--- src/rtl/core/brf_pkg.sv ---
// ----------------------------------------------------------------------------
// brf_pkg: shared types and constants of the byte ring FIFO
// Ring geometry, command and error codes, and the structs passed between
// the control logic and the top level.
// ----------------------------------------------------------------------------
package brf_pkg;

   localparam int CAPACITY = 1023;
   localparam int SLOTS    = CAPACITY + 1;
   localparam int IDX_W    = $clog2(SLOTS);
   localparam int CMD_W    = 3;
   localparam int LEN_W    = 10;
   localparam int CNT_W    = 10;
   localparam int BYTE_W   = 8;

   typedef enum logic [CMD_W-1:0] {
      CMD_ENQUEUE     = 3'd0,
      CMD_DEQUEUE     = 3'd1,
      CMD_PEEK        = 3'd2,
      CMD_ADV_FRONT   = 3'd3,
      CMD_ADV_REAR    = 3'd4,
      CMD_CLEAR       = 3'd5,
      CMD_STATUS      = 3'd6,
      CMD_UNUSED      = 3'd7
   } cmd_type;

   typedef enum logic [1:0] {
      ERR_NONE  = 2'd0,
      ERR_LEN   = 2'd1,
      ERR_SPACE = 2'd2,
      ERR_SEQ   = 2'd3
   } err_type;

   // one request item as seen by the control logic
   typedef struct packed {
      logic [CMD_W-1:0]  command;
      logic [LEN_W-1:0]  length;
      logic [BYTE_W-1:0] data_byte;
      logic              first;
      logic              last;
   } req_item_type;

   // ring memory access for one item
   typedef struct packed {
      logic              wr_en;
      logic              rd_en;
      logic [IDX_W-1:0]  addr;
      logic [BYTE_W-1:0] wr_data;
   } mem_cmd_type;

   // per-item outcome, known in the accept cycle
   typedef struct packed {
      logic    ok;
      err_type err;
      logic    rd_sel;
   } outcome_type;

   // occupancy derived from the current pointers
   typedef struct packed {
      logic [CNT_W-1:0] used;
      logic [CNT_W-1:0] free;
      logic             full;
      logic             empty;
   } occ_type;

endpackage

--- src/rtl/core/brf_ctrl.sv ---
// ----------------------------------------------------------------------------
// brf_ctrl: pointer and run control of the byte ring FIFO
// Decides each item in its accept cycle, issues the ring access and
// updates front, rear and run state.
// ----------------------------------------------------------------------------
module brf_ctrl (
   input  logic                  clock,
   input  logic                  reset,
   input  logic                  accept,
   input  brf_pkg::req_item_type item,
   output brf_pkg::mem_cmd_type  mem_cmd,
   output brf_pkg::outcome_type  outcome,
   output brf_pkg::occ_type      occ
);
   import brf_pkg::*;

   logic [IDX_W-1:0] front_ff, front_in;
   logic [IDX_W-1:0] rear_ff, rear_in;
   logic [LEN_W-1:0] offset_ff, offset_in;
   logic [LEN_W-1:0] runlen_ff, runlen_in;
   logic             active_ff, active_in;
   logic             accepted_ff, accepted_in;
   cmd_type          kind_ff, kind_in;

   logic [IDX_W-1:0] used_cur;
   logic [IDX_W-1:0] free_cur;
   cmd_type          cmd;
   logic             go;
   logic [LEN_W-1:0] eff_off;
   logic [LEN_W-1:0] eff_len;
   logic [LEN_W:0]   off_plus;

   // (a + b) mod SLOTS, b below SLOTS
   function automatic logic [IDX_W-1:0] ring_add(input logic [IDX_W-1:0] a,
                                                 input logic [LEN_W-1:0] b);
      logic [IDX_W:0] sum;
      sum = {1'b0, a} + (IDX_W+1)'(b);
      if (sum >= (IDX_W+1)'(SLOTS)) begin
         sum = sum - (IDX_W+1)'(SLOTS);
      end
      return sum[IDX_W-1:0];
   endfunction

   function automatic err_type check_len(input logic [LEN_W-1:0] len,
                                         input logic [IDX_W-1:0] room);
      err_type e;
      e = ERR_NONE;
      if (len == '0 || (LEN_W+1)'(len) > (LEN_W+1)'(CAPACITY)) begin
         e = ERR_LEN;
      end else if ((LEN_W+1)'(len) > (LEN_W+1)'(room)) begin
         e = ERR_SPACE;
      end
      return e;
   endfunction

   always_comb begin
      logic [IDX_W:0] diff;
      if (rear_ff >= front_ff) begin
         diff = {1'b0, rear_ff} - {1'b0, front_ff};
      end else begin
         diff = {1'b0, rear_ff} + (IDX_W+1)'(SLOTS) - {1'b0, front_ff};
      end
      used_cur = diff[IDX_W-1:0];
      free_cur = IDX_W'(CAPACITY) - used_cur;
   end

   assign occ.used  = CNT_W'(used_cur);
   assign occ.free  = CNT_W'(free_cur);
   assign occ.full  = (used_cur == IDX_W'(CAPACITY));
   assign occ.empty = (front_ff == rear_ff);

   assign cmd = cmd_type'(item.command);

   always_comb begin
      front_in    = front_ff;
      rear_in     = rear_ff;
      offset_in   = offset_ff;
      runlen_in   = runlen_ff;
      active_in   = active_ff;
      accepted_in = accepted_ff;
      kind_in     = kind_ff;
      outcome     = '{ok: 1'b0, err: ERR_NONE, rd_sel: 1'b0};
      mem_cmd     = '{wr_en: 1'b0, rd_en: 1'b0, addr: rear_ff, wr_data: item.data_byte};
      go          = 1'b0;
      eff_off     = offset_ff;
      eff_len     = runlen_ff;
      off_plus    = '0;

      if (accept) begin
         case (cmd)
            CMD_ENQUEUE, CMD_DEQUEUE, CMD_PEEK: begin
               if (item.first) begin
                  // a first item drops any open run
                  outcome.err = check_len(item.length,
                                          (cmd == CMD_ENQUEUE) ? free_cur : used_cur);
                  active_in   = 1'b1;
                  accepted_in = 1'b0;
                  offset_in   = '0;
                  runlen_in   = '0;
                  kind_in     = cmd;
                  if (outcome.err == ERR_NONE) begin
                     accepted_in = 1'b1;
                     runlen_in   = item.length;
                     go          = 1'b1;
                     eff_off     = '0;
                     eff_len     = item.length;
                  end else if (item.last) begin
                     active_in = 1'b0;
                  end
               end else if (!active_ff || kind_ff != cmd) begin
                  outcome.err = ERR_SEQ;
                  active_in   = 1'b0;
                  accepted_in = 1'b0;
                  offset_in   = '0;
                  runlen_in   = '0;
               end else if (!accepted_ff) begin
                  // rejected run: swallow items until its end
                  if (item.last) begin
                     active_in = 1'b0;
                     offset_in = '0;
                     runlen_in = '0;
                  end
               end else begin
                  go = 1'b1;
               end

               if (go) begin
                  off_plus = {1'b0, eff_off} + (LEN_W+1)'(1);
                  if (eff_off >= eff_len || (item.last && off_plus != {1'b0, eff_len})) begin
                     outcome.err = ERR_SEQ;
                     active_in   = 1'b0;
                     accepted_in = 1'b0;
                     offset_in   = '0;
                     runlen_in   = '0;
                  end else begin
                     outcome.ok = 1'b1;
                     offset_in  = off_plus[LEN_W-1:0];
                     if (cmd == CMD_ENQUEUE) begin
                        mem_cmd.wr_en = 1'b1;
                        mem_cmd.addr  = ring_add(rear_ff, eff_off);
                     end else begin
                        mem_cmd.rd_en  = 1'b1;
                        mem_cmd.addr   = ring_add(front_ff, eff_off);
                        outcome.rd_sel = 1'b1;
                     end
                     if (item.last) begin
                        if (cmd == CMD_ENQUEUE) begin
                           rear_in = ring_add(rear_ff, eff_len);
                        end else if (cmd == CMD_DEQUEUE) begin
                           front_in = ring_add(front_ff, eff_len);
                        end
                        active_in   = 1'b0;
                        accepted_in = 1'b0;
                        offset_in   = '0;
                        runlen_in   = '0;
                     end
                  end
               end
            end
            CMD_ADV_FRONT, CMD_ADV_REAR: begin
               if (active_ff) begin
                  outcome.err = ERR_SEQ;
               end else begin
                  outcome.err = check_len(item.length,
                                          (cmd == CMD_ADV_FRONT) ? used_cur : free_cur);
                  if (outcome.err == ERR_NONE) begin
                     outcome.ok = 1'b1;
                     if (cmd == CMD_ADV_FRONT) begin
                        front_in = ring_add(front_ff, item.length);
                     end else begin
                        rear_in = ring_add(rear_ff, item.length);
                     end
                  end
               end
            end
            CMD_CLEAR: begin
               front_in    = '0;
               rear_in     = '0;
               active_in   = 1'b0;
               accepted_in = 1'b0;
               offset_in   = '0;
               runlen_in   = '0;
               outcome.ok  = 1'b1;
            end
            CMD_STATUS: begin
               outcome.ok = 1'b1;
            end
            default: begin
            end
         endcase
      end
   end

   always_ff @(posedge clock) begin
      if (reset) begin
         front_ff    <= '0;
         rear_ff     <= '0;
         offset_ff   <= '0;
         runlen_ff   <= '0;
         active_ff   <= 1'b0;
         accepted_ff <= 1'b0;
         kind_ff     <= CMD_ENQUEUE;
      end else begin
         front_ff    <= front_in;
         rear_ff     <= rear_in;
         offset_ff   <= offset_in;
         runlen_ff   <= runlen_in;
         active_ff   <= active_in;
         accepted_ff <= accepted_in;
         kind_ff     <= kind_in;
      end
   end

endmodule
--- config.mk ---
export PLATFORM = sky130hd
export DESIGN_NAME = brf_ctrl
export DESIGN_NICKNAME = d
export VERILOG_FILES = /design/src/rtl/core/brf_pkg.sv /design/src/rtl/core/brf_ctrl.sv
export SDC_FILE = /design/constraint.sdc
export NUM_CORES = 1
export LEC_CHECK = 0
export BUFFER_PORTS_ARGS = -buffer_cell sky130_fd_sc_hd__buf_2
export CORE_MARGIN = 4
export CORE_UTILIZATION = 45
export CTS_BUF_LIST = sky130_fd_sc_hd__clkbuf_8
export DETAILED_ROUTE_END_ITERATION = 16
export GPL_TIMING_DRIVEN = 0
export PLACE_DENSITY_LB_ADDON = 0.15
export SLEW_MARGIN = 20
export SYNTH_ARGS = -nofsm -noshare
export SYNTH_HDL_FRONTEND = slang
export SYNTH_SLANG_ARGS = --single-unit
--- constraint.sdc ---
create_clock -name clock -period 17 [get_ports clock]
set_input_delay 0 -clock clock [delete_from_list [all_inputs] [get_ports clock]]
set_output_delay 0 -clock clock [all_outputs]
set_load 0.02 [all_outputs]
# ---- Word-level counts from Yosys, hierarchy flattened
# Index checks and enable logic that the tools add are counted.
dict set report totals {
  reg_bits 45
  input_bits 26
  out_inout_bits 46
  wordCells 177
}
dict set report classes {
  addsub 17
  magnitude_cmp 10
  n_eq_ne 22
  muxes 103
  reduce_logical 18
}
# cell n
set op_table {}
lappend op_table {{10-bit 2-to-1 mux} 48}
lappend op_table {{10-bit by 10-bit adder with 11-bit output} 6}
lappend op_table {{11-bit >= comparator (second input constant)} 6}
lappend op_table {{10-bit case mux with 3 select lines} 2}
lappend op_table {{10-bit by 1-bit subtractor with 10-bit output (second input constant)} 6}
lappend op_table {{12-bit 2-to-1 mux} 4}
lappend op_table {{10-bit case mux with 2 select lines} 2}
lappend op_table {{2-bit 2-to-1 mux} 14}
lappend op_table {{1-bit 2-to-1 mux} 27}
lappend op_table {{10-bit >= comparator} 2}
lappend op_table {{10-bit > comparator} 2}
lappend op_table {{2-bit != test (second input constant)} 10}
lappend op_table {{10-bit subtractor} 2}
lappend op_table {{10-bit by 1-bit adder with 11-bit output (second input constant)} 1}
lappend op_table {{11-bit by 10-bit != test with 1-bit output} 1}
lappend op_table {{10-bit by 1-bit adder with 10-bit output (second input constant)} 1}
lappend op_table {{10-bit equality test} 1}
lappend op_table {{10-bit equality test (second input constant)} 1}
lappend op_table {{10-bit zero test} 1}
lappend op_table {{5-bit != test (second input constant)} 2}
lappend op_table {{10-bit AND reduction} 1}
lappend op_table {{10-bit subtractor (first input constant)} 1}
lappend op_table {{3-bit equality test (second input constant)} 3}
lappend op_table {{9-bit AND reduction} 1}
lappend op_table {{19 further kinds} 25}

# ---- Logic depth before layout (Yosys ltp)
dict set report depth {
  word_depth 25
  ltp_mapped 35
  ltp_nobuf 34
}

# ---- Least setup slack after synthesis
# Ideal clock, no wire load.
dict set report synth_timing {
  path_kind {flip-flop to output port}
  startpoint {register front_ff[1]}
  endpoint {output port mem_cmd[17] (netlist name)}
  arrival_ns 7.796
  required_time_ns 17.000
  path_slack_ns 9.204
  stages_incl_launch_ff 33
  path_buffers 4
  cell_sequence {dfxtp_1 inv_1 ha_1 nor2b_1 o21ai_0 a21oi_1 o21ai_1 a21oi_1 o21ai_1 a21boi_0 or2_2 o311ai_1 xnor2_1 ha_1 nand2_1 o21a_1 a32o_1 o21ai_1 clkbuf_1 clkbuf_1 and2_1 ha_1 buf_2 and4_1 buf_2 nor2b_1 a32o_1 a21oi_1 a2111oi_4 a41oi_2 nor2_2 nand3_1 a2111oi_0}
}
# item line
set synth_rtl {}
lappend synth_rtl {{from (decl)} brf_ctrl.sv:17} ;# logic [IDX_W-1:0] front_ff, front_in;
lappend synth_rtl {{from (signal assigned)} brf_ctrl.sv:204} ;# front_ff <= front_in;
lappend synth_rtl {{to (decl)} brf_ctrl.sv:11} ;# output brf_pkg::mem_cmd_type mem_cmd,

==> results.yml <==
power:
  vdd_drop_max_mv: 0.0415
  leakage_nw: 2.71
  p_per_area_nw_per_um2: 104
critical_path:
  path_delay_family: "compound AO/OA/AOI/OAI gates"
  r2r_end: "front_ff[4]"
  cp.arrival_ps: 9350
  critPathLaunchType: "register"
  worstSetupPathType: "reg -> out"
  crit_path_max_incr_delay_ps: 850
  regToRegSetupSlack_ps: 7900
  worstRegToRegCells: 34
  cp_slowest_cell: "o311ai_1"
  crit_path_end_kind: "output port"
  crit_buf_inv: 6
  cp_max_fo: 10
  r2r-start: "front_ff[1]"
  crit_path_start: "front_ff[1]"
  required_ps: 17000
clock_tree:
  clock_latency_ps: 330
  numCtsBuffers: 5
  cts_tree: "done"
  ctsHoldBuffers: 0
  postCtsSetupRepairBufs: 0
  cts.clk_slew.worst_paths_ps: 100
  clk_path_buf_depth: 2
  cts_root_buf: "clkbuf_8"
  cts_resized: 0
  cts.sinks: 45
  htree_levels: 2
timing:
  worstMarginPinSlew_ps: 1040
  fin_worst_hold_slack_ps: 110
  hold_viol: 0
  setup_ws_ps: 7650
  tns_ps: 0
  slew_headroom: 0.293
  rsz0062_at_grt: "false"
  fmax_mhz: 107
  fin_worst_skew_ps: 10.0
  period_minus_slack_ps: 9350
  drv_slew: 0
  setup_viol: 0
  finalCritPeriodShare: 0.550
hold_path:
  hold_path_depth: 2
  hold_path_end: "rear_ff[2]"
  min_from: "reset"
  min-delay-path-class: "in -> reg"
global_route:
  grt_antenna_before_repair: 0
  grt_max_degree: 16
  grt_pass1_vias: 5570
  track_usage: 0.251
  grt_pass1_wl_um: 29300
  overflow: 0
yosys:
  synth_edf_count: 0
  async_flop_share: 0
  synth_nets: 868
  synth_ff_type: "dfxtp_1"
  seq_area_frac_synth: 0.158
  synth_fa_ha_area_frac: 0.159
  yosys.area_share.simple: 0.242
  synthXorXnorAreaFrac: 0.0922
  synth_compound_area_frac: 0.258
  syn_area_per_cell_um2: 7.38
  yosysWarnings: 0
  yosysUniqueCellTypes: 74
  synth-seq-cells: 45
  muxShareOfSynthArea: 0.0233
  synth_top_family_by_area: "compound AO/OA/AOI/OAI gates"
  syn_inst: 772
  synth_area_um2: 5700
finish:
  final_cell_count_no_fill: 1007
  mostFrequentLayoutCells: "nand2_1, a21oi_1, ha_1"
  fillers: 1247
  n_antenna_cell: 0
  multiInputGateArea_um2: 4410
  fin_nets: 934
  seq_area_um2: 901
  drive_above_1_share: 0.124
  area_growth_pct: 10.5
  final_common_cell: "nand2_1"
status:
  status: "finished, final reports clean"
die:
  die_w_um: 121
  start_util: 0.467
  io-pin-count: 72
  rows: 40
  core_um2: 12200
  die_h_um: 121
  dieArea_um2: 14500
placed_design:
  portBuffers: 59
  gp_congestion: 0.946
  dpl.cell_count: 999
  place_ws_ps: 8240
  dp_hpwl_um: 14700
detailed_routing:
  route.detailed.drc: 0
  via_per_inst: 5.96
  routed_wirelength_um: 18400
  num_vias: 6003
  first_iter_violations: 451
  drt_first_pass_iters: 7
  wl_per_cell_um: 18.3
  ant_nets: 0
run:
  drv_cap: 0
## power breakdown
part | switching, mW | internal [mW]
combinational | 0.290 | 0.172
sequential | 0.00812 | 0.111
clock | 0.0444 | 0.0293
total | 0.342 | 0.312
## cells in the mapped netlist (5+ instances only)
library cell	count	area share
nand2_1	81	0.053
a21oi_1	75	0.066
ha_1	66	0.14
nor2_1	56	0.037
dfxtp_1	45	0.16
o21ai_0	44	0.039
inv_1	43	0.028
xnor2_1	41	0.063
clkbuf_1	27	0.018
xor2_1	19	0.029
a21o_1	18	0.024
or3_1	17	0.019
nand2b_1	15	0.016
nand3_1	15	0.013
o21ai_1	14	0.012
and2_1	12	0.013
nand4_1	12	0.013
nor3_1	12	0.011
a221oi_1	11	0.017
and3_1	11	0.012
buf_4	11	0.014
mux2i_1	11	0.019
a211oi_1	7	0.0092
nor2b_1	7	0.0077
o21a_1	7	0.0092
buf_2	6	0.0053
a22oi_1	5	0.0066
nor4_1	5	0.0055
or2_2	5	0.0055
## sequential cells by signal, summed over array words and instances (netlist names)
signal / cells
offset_ff: 10
kind_ff: 3
rear_ff: 10
runlen_ff: 10
active_ff: 1
accepted_ff: 1
front_ff: 10
## layout make-up
type | count | area share
inverters | 43 | 0.0256
flip-flops and latches | 45 | 0.143
clock buffers | 5 | 0.0109
clock inverters | 3 | 0.00338
well taps | 168 | 0.0334
multi-input cells | 637 | 0.701
repair buffers | 59 | 0.0469
plain buffers | 47 | 0.0358
## through the flow
| stage | total power [mW] | util | cell area, um^2 |
|---|---|---|---|
| floorplan | 0.454 | - | 5700 |
| global placement | 0.560 | 0.508 | 6200 |
| detailed placement | 0.572 | 0.508 | 6200 |
| CTS | 0.651 | 0.515 | 6290 |
| global route | 0.708 | 0.515 | 6290 |
| finish | 0.654 | 0.515 | 6290 |
## per-layer routing
| metal | wire length, um | global-route usage | vias to the layer above |
|---|---|---|---|
| li1 | - | - | 2909 |
| met1 | 8360 | 0.342 | 2816 |
| met2 | 8320 | 0.398 | 235 |
| met3 | 1190 | 0.0351 | 43 |
| met4 | 550 | 0.106 | 0 |
| met5 | 0 | 0 | - |
## cell families after synthesis
group	Yosys count
xor gates and xnor gates	60
and+or+nand+nor	271
DFF	45
muxes	13
buffers and inverters	90
adders and majority gates	70
AOI/OAI and AO/OA	223
## worst max path at each step
stage	cells past startpoint	slack (ps)	to
after detailed placement	34	8240	front_ff[4]
after global routing	33	6900	mem_cmd[17]
after floorplan	32	9200	mem_cmd[17]
final	33	7650	mem_cmd[17]
after global placement	34	8250	front_ff[4]
after CTS	33	7800	mem_cmd[17]
Note: power is estimated with default switching activity, not from simulation.
